### config.mk
export PLATFORM = sky130hd
export DESIGN_NAME = hash_tree_node_layout_index
export DESIGN_NICKNAME = d
export VERILOG_FILES = /design/src/rtl/core/htnli_pkg.sv /design/src/rtl/core/htnli_ctrl.sv /design/src/rtl/core/htnli_dp.sv /design/src/rtl/core/hash_tree_node_layout_index.sv
export SDC_FILE = /design/constraint.sdc
export NUM_CORES = 1
export LEC_CHECK = 0
export BUFFER_PORTS_ARGS = -buffer_cell sky130_fd_sc_hd__buf_2
export CAP_MARGIN = 20
export CORE_UTILIZATION = 30
export CTS_CLUSTER_SIZE = 14
export DETAILED_ROUTE_END_ITERATION = 8
export GPL_TIMING_DRIVEN = 0
export SLEW_MARGIN = 25
export SYNTH_ARGS = -nofsm -noshare
export SYNTH_HDL_FRONTEND = slang
export SYNTH_SLANG_ARGS = --single-unit
### constraint.sdc
create_clock -name clk -period 22.5 [get_ports clk]
set_input_delay 0 -clock clk [delete_from_list [all_inputs] [get_ports clk]]
set_output_delay 0 -clock clk [all_outputs]
set_load 0.05 [all_outputs]
### src/rtl/core/htnli_pkg.sv
// Shared types and constants of the hash tree node layout index unit.
package htnli_pkg;

  // Field widths
  localparam int ML_W   = 21;   // last leaf number, signed
  localparam int DIG_W  = 7;
  localparam int EXT_W  = 8;
  localparam int LVL_W  = 5;
  localparam int IDX_W  = 20;
  localparam int NUM_W  = 22;
  localparam int OFF_W  = 30;
  localparam int NB_W   = 9;    // node size in bytes, digest plus extra
  localparam int SH_W   = 6;    // shift amounts

  // Configuration register indexes
  localparam logic [1:0] CFG_LAST_LEAF   = 2'd0;
  localparam logic [1:0] CFG_DIGEST      = 2'd1;
  localparam logic [1:0] CFG_LEAF_EXTRA  = 2'd2;

  // Lookup modes
  localparam logic [1:0] MODE_POS_TO_NUM = 2'd0;
  localparam logic [1:0] MODE_NUM_TO_POS = 2'd1;
  localparam logic [1:0] MODE_OFFSET     = 2'd2;

  typedef struct packed {
    logic [1:0]       mode;
    logic [LVL_W-1:0] node_level;
    logic [IDX_W-1:0] node_index;
    logic [NUM_W-1:0] node_number_in;
  } in_item_t;

  typedef struct packed {
    logic [NUM_W-1:0] node_number_out;
    logic [LVL_W-1:0] level_out;
    logic [IDX_W-1:0] index_out;
    logic [OFF_W-1:0] byte_offset;
  } out_item_t;

  // Controller to datapath
  typedef struct packed {
    logic capture;
    logic setup;
    logic step;
    logic load_out;
  } dp_cmd_t;

  // Datapath to controller
  typedef struct packed {
    logic done;
  } dp_sts_t;

  typedef enum logic [3:0] {
    S_IDLE = 4'b0001,
    S_LOAD = 4'b0010,
    S_STEP = 4'b0100,
    S_PUSH = 4'b1000
  } state_t;

  // First storage number of a level: 2^(level+1) - 2, wrapped to NUM_W bits
  function automatic logic [NUM_W-1:0] level_start(input logic [SH_W-1:0] sh);
    level_start = (NUM_W'(1) << sh) - NUM_W'(2);
  endfunction

endpackage

### src/rtl/core/htnli_ctrl.sv
// Controller state machine: sequences capture, setup, iteration and result push.
module htnli_ctrl import htnli_pkg::*; (
  input  logic    clk,
  input  logic    rst_n,
  input  logic    in_valid,
  output logic    in_ready,
  output logic    out_valid,
  input  logic    out_ready,
  input  dp_sts_t sts,
  output dp_cmd_t cmd
);

  state_t state_r, state_nxt;
  logic   out_valid_r, out_valid_nxt;

  // Commands
  always_comb begin
    in_ready     = (state_r == S_IDLE);
    cmd.capture  = in_valid && (state_r == S_IDLE);
    cmd.setup    = (state_r == S_LOAD);
    cmd.step     = (state_r == S_STEP) && !sts.done;
    cmd.load_out = (state_r == S_PUSH) && (!out_valid_r || out_ready);
  end

  // Next state
  always_comb begin
    state_nxt = state_r;
    case (state_r)
      S_IDLE: if (in_valid) state_nxt = S_LOAD;
      S_LOAD: state_nxt = S_STEP;
      S_STEP: if (sts.done) state_nxt = S_PUSH;
      S_PUSH: if (cmd.load_out) state_nxt = S_IDLE;
      default: state_nxt = S_IDLE;
    endcase
  end

  // Output item valid flag
  always_comb begin
    out_valid_nxt = out_valid_r;
    if (cmd.load_out) out_valid_nxt = 1'b1;
    else if (out_ready) out_valid_nxt = 1'b0;
  end

  always_ff @(posedge clk) begin
    if (!rst_n) begin
      state_r     <= S_IDLE;
      out_valid_r <= 1'b0;
    end else begin
      state_r     <= state_nxt;
      out_valid_r <= out_valid_nxt;
    end
  end

  assign out_valid = out_valid_r;

endmodule

### src/rtl/core/htnli_dp.sv
// Datapath: tree size derivation, level search and offset accumulation.
module htnli_dp import htnli_pkg::*; #(
  parameter int MAX_LEVELS = 20
) (
  input  logic             clk,
  input  logic [ML_W-1:0]  last_leaf,
  input  logic [DIG_W-1:0] digest_bytes,
  input  logic [EXT_W-1:0] leaf_extra_bytes,
  input  in_item_t         in_data,
  input  dp_cmd_t          cmd,
  output dp_sts_t          sts,
  output out_item_t        out_data
);

  localparam logic [31:0] LEAF_LIMIT = (32'd1 << MAX_LEVELS) - 32'd1;

  // Item and working registers
  logic [1:0]       mode_r;
  logic [LVL_W-1:0] lvl_in_r;
  logic [IDX_W-1:0] idx_in_r;
  logic [NUM_W-1:0] num_r;
  logic [LVL_W-1:0] top_r;
  logic [NUM_W-1:0] root_r;
  logic             hit_r;
  logic [LVL_W-1:0] l_r;
  logic [NUM_W-1:0] y_r;
  logic [OFF_W-1:0] acc_r;
  out_item_t        out_r;

  // Tree size from last_leaf: top level and root number
  logic [IDX_W-1:0] um;
  logic [LVL_W-1:0] msb;
  logic [LVL_W-1:0] top_calc;
  logic [NUM_W-1:0] root_calc;

  always_comb begin
    um = last_leaf[IDX_W-1:0];
    if ({12'd0, um} > LEAF_LIMIT) um = LEAF_LIMIT[IDX_W-1:0];
    msb = '0;
    for (int i = 0; i < IDX_W; i++) begin
      if (um[i]) msb = LVL_W'(i);
    end
    if (last_leaf[ML_W-1]) begin
      top_calc  = '0;
      root_calc = '0;
    end else begin
      top_calc  = msb + LVL_W'(1);
      root_calc = NUM_W'({um[IDX_W-1:1], 2'b00}) + NUM_W'(um[0]) + NUM_W'(1);
    end
  end

  // Offset past the root answers the end of the file
  logic past_root;
  assign past_root = (mode_r == MODE_OFFSET) && (num_r > root_calc);

  // Offset step: nodes of level l_r stored before num_r, times node size
  logic [SH_W-1:0]  sh1, sh2;
  logic [NUM_W-1:0] start_l;
  logic [NUM_W-1:0] pos;
  logic [NUM_W-1:0] quot;
  logic [NUM_W-1:0] rem;
  logic [NUM_W-1:0] cnt;
  logic [NB_W-1:0]  nbytes;
  logic [NUM_W+NB_W-1:0] prod;
  logic             off_done;

  always_comb begin
    sh1     = SH_W'(l_r) + SH_W'(1);
    sh2     = SH_W'(l_r) + SH_W'(2);
    start_l = level_start(sh1);
    pos     = num_r - start_l;
    quot    = pos >> sh2;
    rem     = pos & ((NUM_W'(1) << sh2) - NUM_W'(1));
    cnt     = {quot[NUM_W-2:0], 1'b0} + ((rem < NUM_W'(2)) ? rem : NUM_W'(2));
    nbytes  = (l_r == '0) ? (NB_W'(digest_bytes) + NB_W'(leaf_extra_bytes))
                          : NB_W'(digest_bytes);
    prod    = cnt * nbytes;
    off_done = (l_r >= top_r) || (int'(l_r) > MAX_LEVELS) || (num_r <= start_l);
  end

  // Completion per mode
  always_comb begin
    case (mode_r)
      MODE_NUM_TO_POS: sts.done = hit_r || y_r[0];
      MODE_OFFSET:     sts.done = off_done;
      default:         sts.done = 1'b1;
    endcase
  end

  // Mode 0: layout number of (level, index)
  logic [SH_W-1:0]  lsh1, lsh2;
  logic [NUM_W-1:0] layout_num;

  always_comb begin
    lsh1 = SH_W'(lvl_in_r) + SH_W'(1);
    lsh2 = SH_W'(lvl_in_r) + SH_W'(2);
    layout_num = level_start(lsh1) + (NUM_W'(idx_in_r[IDX_W-1:1]) << lsh2)
               + NUM_W'(idx_in_r[0]);
  end

  // Mode 1: index within the level found; rel reuses the offset step's pos
  logic [IDX_W-1:0] found_idx;

  always_comb begin
    found_idx = IDX_W'({quot[NUM_W-2:0], 1'b0}) | IDX_W'(pos[0]);
  end

  // Result assembly
  out_item_t res;

  always_comb begin
    res = '0;
    case (mode_r)
      MODE_POS_TO_NUM: res.node_number_out = (lvl_in_r == top_r) ? root_r : layout_num;
      MODE_NUM_TO_POS: begin
        if (hit_r) begin
          res.level_out = top_r;
        end else begin
          res.level_out = l_r;
          res.index_out = found_idx;
        end
      end
      MODE_OFFSET: res.byte_offset = acc_r;
      default: res = '0;
    endcase
  end

  always_ff @(posedge clk) begin
    // Latch the accepted item
    if (cmd.capture) begin
      mode_r   <= in_data.mode;
      lvl_in_r <= in_data.node_level;
      idx_in_r <= in_data.node_index;
      num_r    <= in_data.node_number_in;
    end
    // Derive tree size and seed the iteration
    if (cmd.setup) begin
      top_r  <= top_calc;
      root_r <= root_calc;
      l_r    <= '0;
      y_r    <= NUM_W'(({1'b0, num_r} + (NUM_W + 1)'(2)) >> 1);
      hit_r  <= (num_r >= root_calc);
      // past the root: end of file, root offset plus one digest
      acc_r  <= past_root ? OFF_W'(digest_bytes) : '0;
      if (past_root) num_r <= root_calc;
    end
    // One level per cycle
    if (cmd.step) begin
      l_r <= l_r + LVL_W'(1);
      y_r <= y_r >> 1;
      if (mode_r == MODE_OFFSET) acc_r <= acc_r + OFF_W'(prod);
    end
    if (cmd.load_out) out_r <= res;
  end

  assign out_data = out_r;

endmodule

### src/rtl/core/hash_tree_node_layout_index.sv
// An accepted item passes the controller states load, step and push. Mode 0, mode 3 and mode 1
// for roots leave step at once; otherwise mode 1 walks the trailing zeros of (number+2)/2 and
// mode 2 the levels below the top. One item is in work at a time, so a new item is taken only
// after the last one is pushed; the output register lets the next item start while a result
// waits. Reset (synchronous, rst_n low) idles the controller, drops out_valid and sets last
// leaf = -1 (empty tree), digest_bytes = 32, leaf_extra_bytes = 0.
module hash_tree_node_layout_index import htnli_pkg::*; #(
  parameter int MAX_LEVELS = 20
) (
  input  logic            clk,
  input  logic            rst_n,
  input  logic            in_valid,
  output logic            in_ready,
  input  in_item_t        in_data,
  output logic            out_valid,
  input  logic            out_ready,
  output out_item_t       out_data,
  input  logic            cfg_we,
  input  logic [1:0]      cfg_index,
  input  logic [ML_W-1:0] cfg_wdata
);

  // Configuration registers
  logic [ML_W-1:0]  last_leaf_r;
  logic [DIG_W-1:0] digest_bytes_r;
  logic [EXT_W-1:0] leaf_extra_r;

  always_ff @(posedge clk) begin
    if (!rst_n) begin
      last_leaf_r    <= '1;
      digest_bytes_r <= DIG_W'(32);
      leaf_extra_r   <= '0;
    end else if (cfg_we) begin
      case (cfg_index)
        CFG_LAST_LEAF:  last_leaf_r    <= cfg_wdata;
        CFG_DIGEST:     digest_bytes_r <= cfg_wdata[DIG_W-1:0];
        CFG_LEAF_EXTRA: leaf_extra_r   <= cfg_wdata[EXT_W-1:0];
        default: ;
      endcase
    end
  end

  dp_cmd_t cmd;
  dp_sts_t sts;

  htnli_ctrl u_ctrl (
    .clk       (clk),
    .rst_n     (rst_n),
    .in_valid  (in_valid),
    .in_ready  (in_ready),
    .out_valid (out_valid),
    .out_ready (out_ready),
    .sts       (sts),
    .cmd       (cmd)
  );

  htnli_dp #(
    .MAX_LEVELS (MAX_LEVELS)
  ) u_dp (
    .clk              (clk),
    .last_leaf        (last_leaf_r),
    .digest_bytes     (digest_bytes_r),
    .leaf_extra_bytes (leaf_extra_r),
    .in_data          (in_data),
    .cmd              (cmd),
    .sts              (sts),
    .out_data         (out_data)
  );

endmodule

Word level (Yosys, flattened, before mapping)
Cells that the tools add are included.
Word-level totals
  memories kept: 0
  output and inout port bits: 79
  latch bits: 0
  logic and storage cells: 127
  bits of input ports: 77
  RAM bits: 0
  bits in read-only memories: 0
  register bits: 252
Cells by class
  multiplexer cells: 42
  reduce and logical (&&, ||, !) cells: 20
  order comparisons: 6
  shifts and indexed selects: 5
  multiply operators: 1
  divide/modulo/power cells: 0
  bitwise operators: 3
  add/sub/neg operators: 18
  equal/unequal tests: 12
Operators with widths (number)
  $mux 22: 6
  $mux 5: 21
  $mux 30: 3
  $shl 1x6->22 const A: 3
  $add 22x22->22: 2
  $sub 22x3->22 const B: 2
  $mux 21: 2
  $add 30x30->30: 1
  $mul 22x9->30: 1
  $add 22x2->23 const B: 1
  $add 21x1->22: 1
  $add 22x1->22: 1
  $add 22x1->22 const B: 1
  $and 22x22->22: 1
  $ge 22x22->1: 1
  $gt 22x22->1: 1
  $le 22x22->1: 1
  $lt 22x2->1 const B: 1
  $shl 19x6->22: 1
  $shr 22x6->21: 1
  $sub 22x1->22 const B: 1
  $sub 22x22->22: 1
  $or 20x1->20: 1
  $pmux 4 s4: 1
  30 further kinds: 51

Depth between registers and ports, before layout
Gate-level depths: netlist of the first run.
  depth after elaboration: 20
  mapped depth: 60
  mapped depth without buffers: 55

Modules after synthesis
A second synthesis of the first run with hierarchy kept.
Second synthesis, totals
  cell total of the unflattened synthesis: 2880
  area total of the unflattened synthesis: 25438.1 µm²
By module, submodules not included
  htnli_dp: instances 1, area an instance 23607.6 µm², cells an instance 2699, seq. area each 5775.5 µm²
  hash_tree_node_layout_index: instances 1, area an instance 1559.0 µm², cells an instance 156, seq. area each 720.7 µm²
  htnli_ctrl: instances 1, area an instance 271.5 µm², cells an instance 25, seq. area each 100.1 µm²

Worst setup path before layout of the first run
Ideal clock, no wire load.
  kind: reg-to-reg
  start: register u_dp.l_r[0]
  end: register u_dp.acc_r[28]
  required time: 22369 ps
  period minus slack after synthesis: 12580 ps
  stages on the path, launching flop included: 57
  buffers on the path: 6
  data arrival time: 12449 ps
  setup slack: 9920 ps
  setup time: 131 ps
  cells stage by stage: edfxtp_1 clkbuf_1 inv_1 clkbuf_1 clkbuf_1 ha_1 clkbuf_1 clkbuf_1 nand2_1 ha_1 o21ai_0 nor2_1 and2_0 mux2_2 a21oi_1 ha_1 clkbuf_1 o21ai_0 (+21 left out) inv_1 fa_1 fa_1 fa_1 inv_1 fa_1 inv_1 ha_1 a21o_1 a21o_1 a21o_1 a21o_1 nand2_1 nand3_1 a211o_1 a31oi_1 xor2_1 o21ai_0
Between the ends
  cells in the longest elaborated chain, start to end: 12
  elaborated cells between the ends (all ways): 26
Ends and longest elaborated chain
  start: declaration: RTL line htnli_dp.sv:25  | logic [LVL_W-1:0] l_r;
  start signal: assignment: RTL line htnli_dp.sv:149  | l_r <= l_r + LVL_W'(1);
  $add 5x1->6 (*): RTL line htnli_dp.sv:68  | sh1 = SH_W'(l_r) + SH_W'(1);
  named net u_dp.sh1[0]: RTL line htnli_dp.sv:57  | logic [SH_W-1:0] sh1, sh2;
  $shl 1x6->22 (*): RTL line htnli_pkg.sv:61  | level_start = (NUM_W'(1) << sh) - NUM_W'(2);
  $sub 22x3->22 (*): RTL line htnli_pkg.sv:61
  $sub 22x22->22: RTL line htnli_dp.sv:71  | pos = num_r - start_l;
  $and 22x22->22: RTL line htnli_dp.sv:73  | rem = pos & ((NUM_W'(1) << sh2) - NUM_W'(1));
  $lt 22x2->1: RTL line htnli_dp.sv:74  | cnt = {quot[NUM_W-2:0], 1'b0} + ((rem < NUM_W'(2)) ? rem : NUM_W'(2));
  $mux 22: RTL line htnli_dp.sv:74
  $add 22x22->22: RTL line htnli_dp.sv:74
  $mul 22x9->30: RTL line htnli_dp.sv:77  | prod = cnt * nbytes;
  $add 30x30->30: RTL line htnli_dp.sv:151  | if (mode_r == MODE_OFFSET) acc_r <= acc_r + OFF_W'(prod);
  $mux 30: RTL line htnli_dp.sv:151
  $mux 30 (*): RTL line htnli_dp.sv:148  | if (cmd.step) begin
  end signal: assignment: RTL line htnli_dp.sv:144  | acc_r <= past_root ? OFF_W'(digest_bytes) : '0;
  end signal: assignment: RTL line htnli_dp.sv:151
  end: declaration: RTL line htnli_dp.sv:27  | logic [OFF_W-1:0] acc_r;
The timed path passes the listed nets; every way through them passes the cells marked *.
A chain may end at the register's enable or synchronous reset.

Worst setup path in the final report of the first run
  start: register u_dp.l_r[0]
  end: register u_dp.acc_r[29]
The elaborated chain is that of the path after synthesis.

==> impl_metrics.toml, run 1 <==
[power_and_ir_drop]
powerDensity_nw_per_um2 = 72.9
p_leak_uw = 0.0129
peakVddDrop_mv = 0.0620

[placement]
post_dp_cell_area_um2 = 26900
hpwl_um = 60600
place_congestion = 0.953
io_buffers = 155
dp_slack_ns = 6.41
dp_cells = 4116

[cts]
post-cts-setup-buffers = 0
cts.sink_count = 251
worst_skew_pair.late_latency_ns = 0.62
cts_max_path_buffers = 3
clockRootBuffer = "clkbuf_16"
cts_buffers = 30
cts_tree = "built"
clk_pin_slew_ns = 0.06
ctsHtreeMaxLevel = 1

[detailed_routing]
avgRoutedWirePerCell_um = 17.6
via_count = 21100
wl_um = 74900
drt_iter0_drc = 1484
antenna_left = 0
dr.pass1.iters = 6
drc = 0
via_per_inst = 4.96

[die]
start_util_pct = 30.5
core_um2 = 80900
die_y_um = 289
pin_count = 156
chipWidth_um = 289
rows = 104
die-area_um2 = 83400

[cells_and_area]
fin_cells = 4260
fin_nets = 3607
area_growth_pct = 17.0
fin_area_um2 = 28800
fillers = 8350
mostFrequentLayoutCells = "nand2_1, inv_1, nor2_1, ha_1, buf_2"
final_common_cell = "nand2_1"
layout-drive-gt1-share_pct = 9.07

[setup_path]
cpMaxStageDelayCell = "xnor2_1"
critPathKind = "flop to flop"
cp_common_cell = "clkbuf_1"
worstPathMaxFanout = 12
cp_data_arrival_time_ns = 16.84
max_stage_delay_ns = 0.64
crit_path_start_kind = "flop"
required_ns = 22.97
cp-end-kind = "flop"

[logic_synthesis]
synth_top_family_by_area = "adder cells"
synth_edf_count = 157
syn_area_um2 = 24700
synthSimpleGateAreaFrac_pct = 20.6
synth_warnings = 0
synthArstFlopShare_pct = 0
synth_area_leaders = "edfxtp_1, fa_1, ha_1"
muxShareOfSynthArea_pct = 4.26
synth_seq_cells = 251
syn_avg_cell_area_um2 = 8.60
synth_top_area_cell = "edfxtp_1"
synth_top_cell_area_share_pct = 19.1
seq_area_frac_synth_pct = 26.7
synth_compound_gate_area_share_pct = 14.1
synthAdderAreaFrac_pct = 23.2
synth_ff_type = "edfxtp_1"
syn_inst = 2867
yosysUniqueCellTypes = 89
synthXorXnorAreaFrac_pct = 4.51

[grt]
overflow = 0
track_usage_pct = 18.1
grt_max_degree = 29
grt_pass1_wl_um = 119000
first_global_vias = 20900
grt_antenna_before_repair = 0

[timing]
hold_violations = 0
slew_headroom_pct = 39.1
worst_pin_slew_ns = 0.903
finalSetupViolCount = 0
finClkSkew_ns = 0.0354
report.final.slew_viol_count = 0
hold_slack_ns = 0.0786
rsz0062_at_grt = "no"
fin_tns_setup_ns = 0
finalCritPeriodShare_pct = 72.8
setup_ws_ns = 6.13
min_period_ns = 16.37
fmax_ghz = 0.0611

[worst_hold_path]
hold_class = "primary input to flop"

[outcome]
outcome = "finished clean"

[flow_run]
drv_cap = 0
[state kept, by name, indices dropped and copies added, names as in the netlist]
register	count
digest_bytes_r	7
last_leaf_r	21
leaf_extra_r	8
u_ctrl.out_valid	1
u_ctrl.state_r	4
u_dp.acc_r	30
u_dp.hit_r	1
u_dp.idx_in_r	20
u_dp.l_r	5
u_dp.lvl_in_r	5
u_dp.mode_r	2
u_dp.num_r	22
u_dp.out_data	77
u_dp.root_r	21
u_dp.top_r	5
u_dp.y_r	22
[cell families after synthesis]
kind of cell               after synthesis
and+or+nand+nor                       1071
AOI/OAI and AO/OA                      542
buffers and inverters                  426
adders and majority gates              355
DFF                                    251
xor gates and xnor gates               127
muxes                                   93
other                                    2
[layout make-up]
type,instances,area (µm²),share of cell area (%)
inverter,301,1130,3.92
antenna,1,2.50,0.00868
multi-input combinational,2208,16500,57.3
buffer,125,487,1.69
tap,1060,1330,4.60
clock buffer,45,890,3.08
sequential,251,6600,22.9
timing repair buffer,258,1750,6.07
clock inverter,11,136,0.473
[worst paths after layout]
path / from / end / slack [ns] / cells after the start
hold reg to reg: u_dp.y_r[21] / u_dp.y_r[21] / 0.46 / 2
hold / removal: cfg_index[0] / last_leaf_r[8] / 0.08 / 5
setup / recovery: u_dp.l_r[0] / u_dp.acc_r[29] / 6.13 / 54
setup reg to reg: u_dp.l_r[0] / u_dp.acc_r[29] / 6.13 / 54
[critical path: cells and delay by family, from the launching register on]
kind | cells | cell delay (ns)
AO/OA/AOI/OAI | 15 | 3.83
XOR/XNOR | 2 | 0.98
adder cells (fa/ha/maj) | 10 | 3.99
buffers and inverters | 11 | 3.00
flip-flops | 1 | 0.47
multiplexers | 2 | 0.70
AND/OR/NAND/NOR | 14 | 3.20
[metal layers]
layer | global-route usage, % | wire [µm]
met2 | 31.2 | 36200
met4 | 4.83 | 2010
met3 | 1.73 | 3320
met1 | 24.1 | 33400
met5 | 0 | 0
[report_power, final]
| group | internal, µW | switching (µW) |
|---|---|---|
| Combinational | 416 | 608 |
| Clock | 297 | 208 |
| Sequential | 531 | 43.0 |
| Total | 1240 | 859 |
[synth_stat cells, drive strengths merged (69+ instances only)]
library cell	n
a21oi	122
clkbuf	107
dfxtp	94
edfxtp	157
fa	170
ha	185
inv	296
mux2i	69
nand2	324
nand2b	88
nand3	100
nor2	286
nor2b	76
o21ai	164
xnor2	70
[through the flow]
stage          util, %  power [µW]
3_3_place_gp      33.1        1580
4_1_cts           35.6        2120
3_5_place_dp      33.3        1580
6_report          35.6        2100
5_1_grt           35.6        2270
2_1_floorplan        -        1330
[repair_timing]
| item | CTS | global route |
|---|---|---|
| setup endpoints to repair | 0 | 0 |
| gates resized for setup | 0 | 0 |
| hold buffers | 87 | 0 |
| endpoints found under the hold margin | 91 | 0 |
Note: power is estimated with default switching activity, not from simulation.
==> run 2, diff against run 1 <==
--- a/config.mk
+++ b/config.mk
@@ -5,6 +5,7 @@
 export SDC_FILE = /design/constraint.sdc
 export NUM_CORES = 1
 export LEC_CHECK = 0
+export ABC_AREA = 1
 export BUFFER_PORTS_ARGS = -buffer_cell sky130_fd_sc_hd__buf_2
 export CAP_MARGIN = 20
 export CORE_UTILIZATION = 30
==> constraint.sdc (replaced) <==
create_clock -name clk -period 16.41 [get_ports clk]
set_input_delay 0 -clock clk [delete_from_list [all_inputs] [get_ports clk]]
set_output_delay 0 -clock clk [all_outputs]
set_load 0.05 [all_outputs]
==> impl_metrics.toml, run 2 <==
[outcome]
outcome = "finished clean"

[die]
chipWidth_um = 292
die-area_um2 = 85200
die_y_um = 292
pin_count = 156
start_util_pct = 30.5
core_um2 = 82600
rows = 105

[power_and_ir_drop]
p_leak_uw = 0.0144
switching_share_pct = 45.6
clockPowerShare_pct = 23.4
intPower_uw = 1740
powerDensity_nw_per_um2 = 108
p_sw_uw = 1460
combPwrFrac_pct = 51.7
seq_power_share_pct = 24.9
peakVddDrop_mv = 0.0865

[cells_and_area]
largest_reg_flops = 77
fin_nets = 4185
seq_area_um2 = 6600
layout-drive-gt1-share_pct = 8.39
final_common_cell = "nand2_1"
multi_input_area_um2 = 16100
mostFrequentLayoutCells = "nand2_1, inv_1, nor2_1, o21ai_0, nand3_1"
fillers = 8785
antennaDiodeCount = 0
fin_area_um2 = 29500
fin_util_pct = 35.7
area_growth_pct = 17.1

[setup_path]
cp_data_arrival_time_ns = 13.59
cp_common_cell = "nand2_1"
r2r_end = "u_dp.acc_r[29]"
cpMaxStageDelayCell = "nor4_1"
crit_path_start_kind = "flop"
r2r_start = "u_dp.l_r[0]"
cp-end-kind = "flop"
critPathKind = "flop to flop"
rr_worst_depth = 57
required_ns = 16.94
worstPathMaxFanout = 12
rrSetupSlack_ns = 3.35
max_stage_delay_ns = 0.59

[logic_synthesis]
yosysMostFrequentCell = "nand2_1"
seq_area_frac_synth_pct = 26.2
synth_top_cell_area_share_pct = 18.7
synthTopCellsByCount = "nand2_1, inv_1, nor2_1"
synth_ff_type = "edfxtp_1"
synth_top_area_cell = "edfxtp_1"
syn_area_um2 = 25200
synth_seq_cells = 251
syn_avg_cell_area_um2 = 7.30
yosysUniqueCellTypes = 62
synthArstFlopShare_pct = 0
synth_area_leaders = "edfxtp_1, fa_1, nand2_1"
synth_warnings = 0
syn_inst = 3453
synth_edf_count = 157

[grt]
grt_use_met1_pct = 28.6
grt_max_degree = 37
track_usage_pct = 20.4
first_global_vias = 23500
grt_busiest_layer = "met2"
gr-usage-met3_pct = 2.44
overflow = 0
grt_antenna_before_repair = 4
grt_pass1_wl_um = 135000
use_met2_pct = 32.4

[detailed_routing]
antenna_left = 0
drc = 0
via_per_inst = 4.98
drt_iter0_drc = 2061
avgRoutedWirePerCell_um = 18.0
dr.pass1.iters = 6
via_count = 24100
wl_um = 87000

[timing]
hold_violations = 0
worst_pin_slew_ns = 0.949
slew_headroom_pct = 36.3
rsz0062_at_grt = "no"
finClkSkew_ns = 0.0485
finalCritPeriodShare_pct = 79.6
report.final.slew_viol_count = 0
finalSetupViolCount = 0
fin_tns_setup_ns = 0
min_period_ns = 13.06
fmax_ghz = 0.0766

[cts]
clk_pin_slew_ns = 0.06
ctsResizeCount = 0
cts_max_path_buffers = 3
ctsHtreeMaxLevel = 1
post-cts-setup-buffers = 0
worst_skew_pair.late_latency_ns = 0.63
cts_buffers = 30
cts_tree = "built"
cts_hold_buffers = 90
clockRootBuffer = "clkbuf_16"
cts.sink_count = 251

[worst_hold_path]
hold_class = "primary input to flop"
whs_endpoint = "u_dp.lvl_in_r[0]"
min_path_cells = 2
hold_start = "in_data[42]"

[flow_run]
drv_cap = 0

[placement]
place_congestion = 0.953
post_dp_cell_area_um2 = 27500
hpwl_um = 72300
io_buffers = 154
-- run 2: cells by family after synthesis --
family | Yosys count | synth area share, %
other | 2 | 0.0298
buffers and inverters | 685 | 10.3
AO/OA/AOI/OAI | 502 | 11.4
XOR/XNOR | 86 | 2.99
multiplexers | 5 | 0.198
AND/OR/NAND/NOR | 1567 | 26.3
adder cells (fa/ha/maj) | 355 | 22.7
flip-flops | 251 | 26.2
-- run 2: worst max-delay path: cells and delay by family, from the launching register on --
family,cells,cell delay [ns]
xor+xnor,3,1.10
flops,1,0.53
simple gates,24,3.36
buf+inv,12,1.98
compound gates,7,1.43
fa+ha+maj,11,4.53
-- run 2: per-stage QoR --
step | cells | power (µW) | hold WS (ns) | setup slack [ns]
6_report | 4847 | 3200 | 0.0786 | 3.35
5_1_grt | 4847 | 3460 | 0.0723 | 2.38
4_1_cts | 4846 | 3200 | 0.0465 | 3.46
3_5_place_dp | 4700 | 2410 | 0.179 | 3.56
3_3_place_gp | 4695 | 2420 | 0.178 | 3.53
2_1_floorplan | 3471 | 1940 | 0.0989 | 6.38
-- run 2: final cells by class --
| class | instances | area share, % |
|---|---|---|
| Buffer | 89 | 1.22 |
| Clock buffer | 34 | 2.66 |
| Multi-Input combinational cell | 2535 | 54.5 |
| Inverter | 596 | 7.57 |
| Sequential cell | 251 | 22.3 |
| Tap cell | 1070 | 4.53 |
| Timing Repair Buffer | 250 | 6.07 |
| Clock inverter | 22 | 1.05 |
-- run 2: per-layer routing --
metal / part of all wire [%] / routed length, µm
met2: 44 / 38000
met3: 6.4 / 5590
met1: 47 / 40500
met4: 3.4 / 2950
met5: 0.026 / 23
-- run 2: how the worst max path moves through the flow --
stage           startpoint              to  cells after the start
6_report       u_dp.l_r[0]  u_dp.acc_r[29]                     57
5_1_grt        u_dp.l_r[0]  u_dp.acc_r[29]                     59
4_1_cts        u_dp.l_r[0]  u_dp.acc_r[29]                     57
3_5_place_dp   u_dp.l_r[0]  u_dp.acc_r[29]                     58
3_3_place_gp   u_dp.l_r[0]  u_dp.acc_r[29]                     58
2_1_floorplan  u_dp.l_r[0]  u_dp.acc_r[27]                     57
-- run 2: power by group through the flow --
| stage | registers (µW) | clock network, µW | logic (µW) |
|---|---|---|---|
| 3_5_place_dp | 811 | 0 | 1600 |
| 2_1_floorplan | 778 | 0 | 1170 |
| 5_1_grt | 803 | 784 | 1870 |
| 3_3_place_gp | 812 | 0 | 1610 |
| 4_1_cts | 798 | 761 | 1640 |
| 6_report | 798 | 747 | 1650 |
